### config.mk
export PLATFORM = sky130hd
export DESIGN_NAME = ctds_ctrl
export DESIGN_NICKNAME = d
export VERILOG_FILES = /design/src/hdl/ctds_pkg.sv /design/src/hdl/ctds_ctrl.sv
export SDC_FILE = /design/constraint.sdc
export NUM_CORES = 1
export LEC_CHECK = 0
export BUFFER_PORTS_ARGS = -buffer_cell sky130_fd_sc_hd__buf_2
export CORE_AREA = 2 2 39 41
export DETAILED_ROUTE_END_ITERATION = 10
export DIE_AREA = 0 0 41 43
export GPL_TIMING_DRIVEN = 0
export PLACE_DENSITY_LB_ADDON = 0.08
export SYNTH_ARGS = -nofsm -noshare
export SYNTH_HDL_FRONTEND = slang
export SYNTH_SLANG_ARGS = --single-unit
### constraint.sdc
create_clock -name clk -period 3 [get_ports clk]
set_input_delay 0.6 -clock clk [delete_from_list [all_inputs] [get_ports clk]]
set_output_delay 0.6 -clock clk [all_outputs]
set_load 0.005 [all_outputs]
### src/hdl/ctds_pkg.sv
// Package for the character translate/delete/squeeze filter.
// Holds widths, item and register codes, controller state, command and status structs.
// No dependencies; imported by every module of the block.
`default_nettype none
package ctds_pkg;

  localparam int CP_W = 21;
  localparam int FUNC_W = 2;
  localparam int ENTRY_IDX_W = 8;
  localparam int LEN_W = 9;
  localparam int CLS_W = 4;
  localparam int CMAP_W = 2;
  localparam int CFG_IDX_W = 3;
  localparam int CFG_DATA_W = 9;
  localparam int DEFAULT_SET_DEPTH = 256;

  localparam logic [CLS_W-1:0] CLASS_LOWER = 4'b0001;
  localparam logic [CLS_W-1:0] CLASS_UPPER = 4'b0010;
  localparam logic [CLS_W-1:0] CLASS_ALPHA = 4'b0100;
  localparam logic [CLS_W-1:0] CLASS_ALNUM = 4'b1000;

  localparam logic [CMAP_W-1:0] CMAP_UPPER = 2'd1;
  localparam logic [CMAP_W-1:0] CMAP_LOWER = 2'd2;

  localparam logic [CFG_IDX_W-1:0] REG_COMPLEMENT = 3'd0;
  localparam logic [CFG_IDX_W-1:0] REG_DELETE = 3'd1;
  localparam logic [CFG_IDX_W-1:0] REG_SQUEEZE = 3'd2;
  localparam logic [CFG_IDX_W-1:0] REG_SET1_CLASS = 3'd3;
  localparam logic [CFG_IDX_W-1:0] REG_SET2_CLASS = 3'd4;
  localparam logic [CFG_IDX_W-1:0] REG_SET1_LEN = 3'd5;
  localparam logic [CFG_IDX_W-1:0] REG_SET2_LEN = 3'd6;
  localparam logic [CFG_IDX_W-1:0] REG_CASE_MAP = 3'd7;

  localparam logic [CP_W-1:0] CASE_DELTA = 21'd32;

  typedef enum logic [FUNC_W-1:0] {
    FUNC_LOAD1   = 2'd0,
    FUNC_LOAD2   = 2'd1,
    FUNC_PROC    = 2'd2,
    FUNC_RESTART = 2'd3
  } func_t;

  typedef enum logic [3:0] {
    ST_IDLE,
    ST_SCAN1,
    ST_DECIDE,
    ST_XTAKE,
    ST_SQCHK,
    ST_SQSCAN,
    ST_SQDEC,
    ST_EMIT
  } state_t;

  typedef struct packed {
    logic accept;
    logic start_scan;
    logic scan_sel;
    logic apply;
    logic take_set2;
    logic emit;
  } cmd_t;

  typedef struct packed {
    logic scan_done;
    logic drop_del;
    logic xlate_list;
    logic sq_cand;
    logic sq_sel;
    logic sq_member;
    logic out_free;
  } sts_t;

  function automatic logic class_hit(input logic [CLS_W-1:0] cls, input logic [CP_W-1:0] c);
    logic lo;
    logic up;
    logic dg;
    lo = (c >= 21'd97) && (c <= 21'd122);
    up = (c >= 21'd65) && (c <= 21'd90);
    dg = (c >= 21'd48) && (c <= 21'd57);
    return ((|(cls & CLASS_LOWER)) && lo) || ((|(cls & CLASS_UPPER)) && up) ||
           ((|(cls & CLASS_ALPHA)) && (lo || up)) ||
           ((|(cls & CLASS_ALNUM)) && (lo || up || dg));
  endfunction

endpackage
`default_nettype wire

### src/hdl/ctds_ctrl.sv
// Controller state machine of the filter: sequences scans, translation and emit.
// Depends on ctds_pkg; drives ctds_dp through cmd_t and reads sts_t.
`default_nettype none
module ctds_ctrl import ctds_pkg::*; (
  input  wire logic  clk,
  input  wire logic  rst_n,
  input  wire logic  in_valid,
  input  wire func_t in_func,
  output logic       in_ready,
  input  wire sts_t  sts,
  output cmd_t       cmd
);

  state_t state_r;
  state_t state_nxt;

  always_ff @(posedge clk) begin
    if (!rst_n) begin
      state_r <= ST_IDLE;
    end else begin
      state_r <= state_nxt;
    end
  end

  always_comb begin
    state_nxt = state_r;
    cmd = '0;
    in_ready = 1'b0;
    case (state_r)
      ST_IDLE: begin
        in_ready = 1'b1;
        if (in_valid) begin
          cmd.accept = 1'b1;
          if (in_func == FUNC_PROC) begin
            cmd.start_scan = 1'b1;
            state_nxt = ST_SCAN1;
          end
        end
      end
      ST_SCAN1: begin
        if (sts.scan_done) begin
          state_nxt = ST_DECIDE;
        end
      end
      ST_DECIDE: begin
        if (sts.drop_del) begin
          state_nxt = ST_IDLE;
        end else begin
          cmd.apply = 1'b1;
          state_nxt = sts.xlate_list ? ST_XTAKE : ST_SQCHK;
        end
      end
      ST_XTAKE: begin
        cmd.take_set2 = 1'b1;
        state_nxt = ST_SQCHK;
      end
      ST_SQCHK: begin
        if (sts.sq_cand) begin
          cmd.start_scan = 1'b1;
          cmd.scan_sel = sts.sq_sel;
          state_nxt = ST_SQSCAN;
        end else begin
          state_nxt = ST_EMIT;
        end
      end
      ST_SQSCAN: begin
        if (sts.scan_done) begin
          state_nxt = ST_SQDEC;
        end
      end
      ST_SQDEC: begin
        state_nxt = sts.sq_member ? ST_IDLE : ST_EMIT;
      end
      ST_EMIT: begin
        if (sts.out_free) begin
          cmd.emit = 1'b1;
          state_nxt = ST_IDLE;
        end
      end
      default: begin
        state_nxt = ST_IDLE;
      end
    endcase
  end

endmodule
`default_nettype wire

==> run_results.csv <==
group,metric,value,unit
place,dp_hpwl,682,um
global_route,antenna_found_initial,0,
finish,drive_above_1_share,0.409,
finish,nFillCells,155,
worst_hold_path,hp-class,"input pin to flip-flop",
finish,diodes,0,
place,gp_congestion,0.789,
global_route,grt_overflow,0,
global_route,grt_pass1_vias,359,
timing,min_period_over_period,0.630,
timing,skew,0.00440,ns
job,maxCapViolCount,0,
clock_network,cts.sinks,3,
clock_network,cts_tree,"yes",
outcome,status,"finished clean",
synth,synth_area_leaders,"dfxtp_1 (20%), buf_6 (7.4%), a21oi_1 (6.6%)",
synth,seq_area_frac_synth,0.198,
synth,ys_seq_elements,3,
global_route,grt.busiest_layer,"met2",
worst_setup_path,cp.depth,6,
routing,post_drt_via_cell_ratio,4.79,
worst_setup_path,crit_path_cell_trace,"buf_2, nand3b_1, nor2_1, a21oi_1, nor3_1, buf_2",
global_route,grt_max_degree,11,
global_route,grt_usage,0.114,
power,vdd_ir_drop_max,99.8,uV
power,power_density,412,nW/um2
synth,yosys_warnings,0,
finish,final_cell_area,440,um2
worst_setup_path,crit_family,"simple AND/OR/NAND/NOR gates",
routing,ant_nets,0,
clock_network,clk_pin_slew_worst_paths,0.03,ns
worst_setup_path,cp.arrival,1.29,ns
worst_setup_path,cp_slowest_cell,"nand3b_1",
place,dpl.cell_count,78,
worst_setup_path,worst-setup-path-type,"input pin to output pin",
worst_setup_path,startpoint_type,"input pin",
global_route,grt_pass1_wl,1390,um
finish,syn2layout_area_growth,44.9,%
worst_setup_path,path_max_fanout,3,
finish,final_common_cell,"buf_2",
clock_network,root_buffer,"clkbuf_4",
routing,drtPass1Iterations,4,
worst_setup_path,cp-end-kind,"output pin",
finish,final_nets,79,
timing,finalSetupViolCount,0,
worst_setup_path,rr_worst_depth,5,
floorplan,die_area,1760,um2
worst_setup_path,critical_path_buf_inv_count,2,
timing,fin_crit,1.89,ns
clock_network,cts_buffers,3,
timing,slew_headroom,0.829,
routing,drc_errors,0,
floorplan,die_h,43,um
routing,vias,393,
clock_network,insertion_delay,0.23,ns
floorplan,die-width,41,um
routing,drt_iter0_drc,9,
synth,syn_area_per_cell,6.91,um2
finish,largest_reg_flops,3,
global_route,use_met3,0,
global_route,use_met2,0.178,
finish,top_regs,"state_r x3",
finish,layout_common_cells,"buf_2 (19), nor2_1 (5), nand2_1 (5)",
synth,synth_area,304,um2
timing,setup_tns,0,ns
routing,routedWlPerCell,10.5,um
place,place_area,414,um2
clock_network,cts_max_path_buffers,2,
floorplan,io_pins,19,
synth,synth_top_area_frac,0.198,
finish,top_register,"state_r",
timing,tightest_slew,0.256,ns
routing,wirelength,864,um
worst_setup_path,critical_path.most_common_cell,"buf_2",
synth,ys_types,24,
timing,hold_viol_final,0,
synth,postSynthCellCount,44,
power,p_leak,0.196,nW
worst_hold_path,hold_path_depth,2,
worst_setup_path,required,2.40,ns
place,dp_slack,1.12,ns
synth,mappedNetlistNets,56,
power,power.total,181,uW
floorplan,core-area,1380,um2
worst_setup_path,cpPeakStageDelay,0.19,ns
floorplan,start_util,0.220,
synth,yosysTopAreaCell,"dfxtp_1",
place,port-buffer-count,18,
floorplan,rows,14,
timing,slew_viol_final,0,
timing,worst_slack,1.11,ns
timing,rsz0062_at_grt,"no",
clock_network,postCtsSetupBuffers,0,
clock_network,cts_resized,0,
clock_network,cts-hold-fix-buffers,0,
global_route,use_met1,0.141,
clock_network,h-tree-depth,1,
timing,fmaxAchievable,0.529,GHz
finish,layout.cells.non_filler,82,
==> cell type report <==
| cell class | count | area, um2 | area share |
|---|---|---|---|
| Multi-Input combinational cell | 36 | 209 | 0.474 |
| Clock buffer | 4 | 26.3 | 0.0597 |
| Tap cell | 16 | 20.0 | 0.0455 |
| Sequential cell | 3 | 60.1 | 0.136 |
| Inverter | 2 | 7.51 | 0.0170 |
| Timing Repair Buffer | 18 | 90.1 | 0.205 |
| Buffer | 3 | 27.5 | 0.0625 |
==> metrics by stage <==
| stage | hold WS, ns | utilization |
|---|---|---|
| after global routing | 0.628 | 0.318 |
| after floorplan | 0.622 | - |
| after detailed placement | 0.656 | 0.299 |
| final | 0.632 | 0.318 |
| after global placement | 0.662 | 0.299 |
| after CTS | 0.612 | 0.318 |
==> worst paths after layout <==
path,startpoint,end,slack (ns)
min reg2reg,state_r[2],state_r[2],0.66
max reg2reg,state_r[2],state_r[1],1.88
min,sts[0],state_r[1],0.63
max,in_func[0],cmd[4],1.11
==> synth_stat cells <==
library cell,number
or2_1,1
nor2_1,5
o21ai_0,1
buf_2,1
nor3_1,3
nand3b_1,1
nand2b_4,1
o22ai_1,3
inv_2,1
o31a_1,1
a21oi_1,4
nand2b_1,1
nor2b_1,2
dfxtp_1,3
nand2_1,5
a22o_1,1
a32oi_1,1
nor3_2,1
and2_1,1
o21ai_1,1
o32ai_1,1
buf_6,2
nand3_1,2
inv_1,1
==> cell families after synthesis <==
family	synth area share
compound gates	0.276
buf+inv	0.115
simple gates	0.412
flops	0.198
==> worst register-to-register path, delay by kind of cell, from the launching register on <==
family                 cells  cell delay (ns)
buffers and inverters      1             0.14
AOI/OAI and AO/OA          3             0.47
DFF                        1             0.31
and+or+nand+nor            1             0.09
==> report_power, final <==
| part | internal, mW | switching, mW | total, mW | leakage, nW |
|---|---|---|---|---|
| logic | 0.0304 | 0.0359 | 0.0663 | 0.157 |
| clock network | 0.0497 | 0.0195 | 0.0692 | 0.0150 |
| registers | 0.0438 | 0.00204 | 0.0458 | 0.0244 |
==> per-layer routing <==
layer / routed length (um) / vias up
met5: 0 / -
met4: 0 / 0
met3: 49 / 0
met2: 446 / 16
met1: 368 / 175
li1: - / 202
Power figures use the tool's default switching activity.
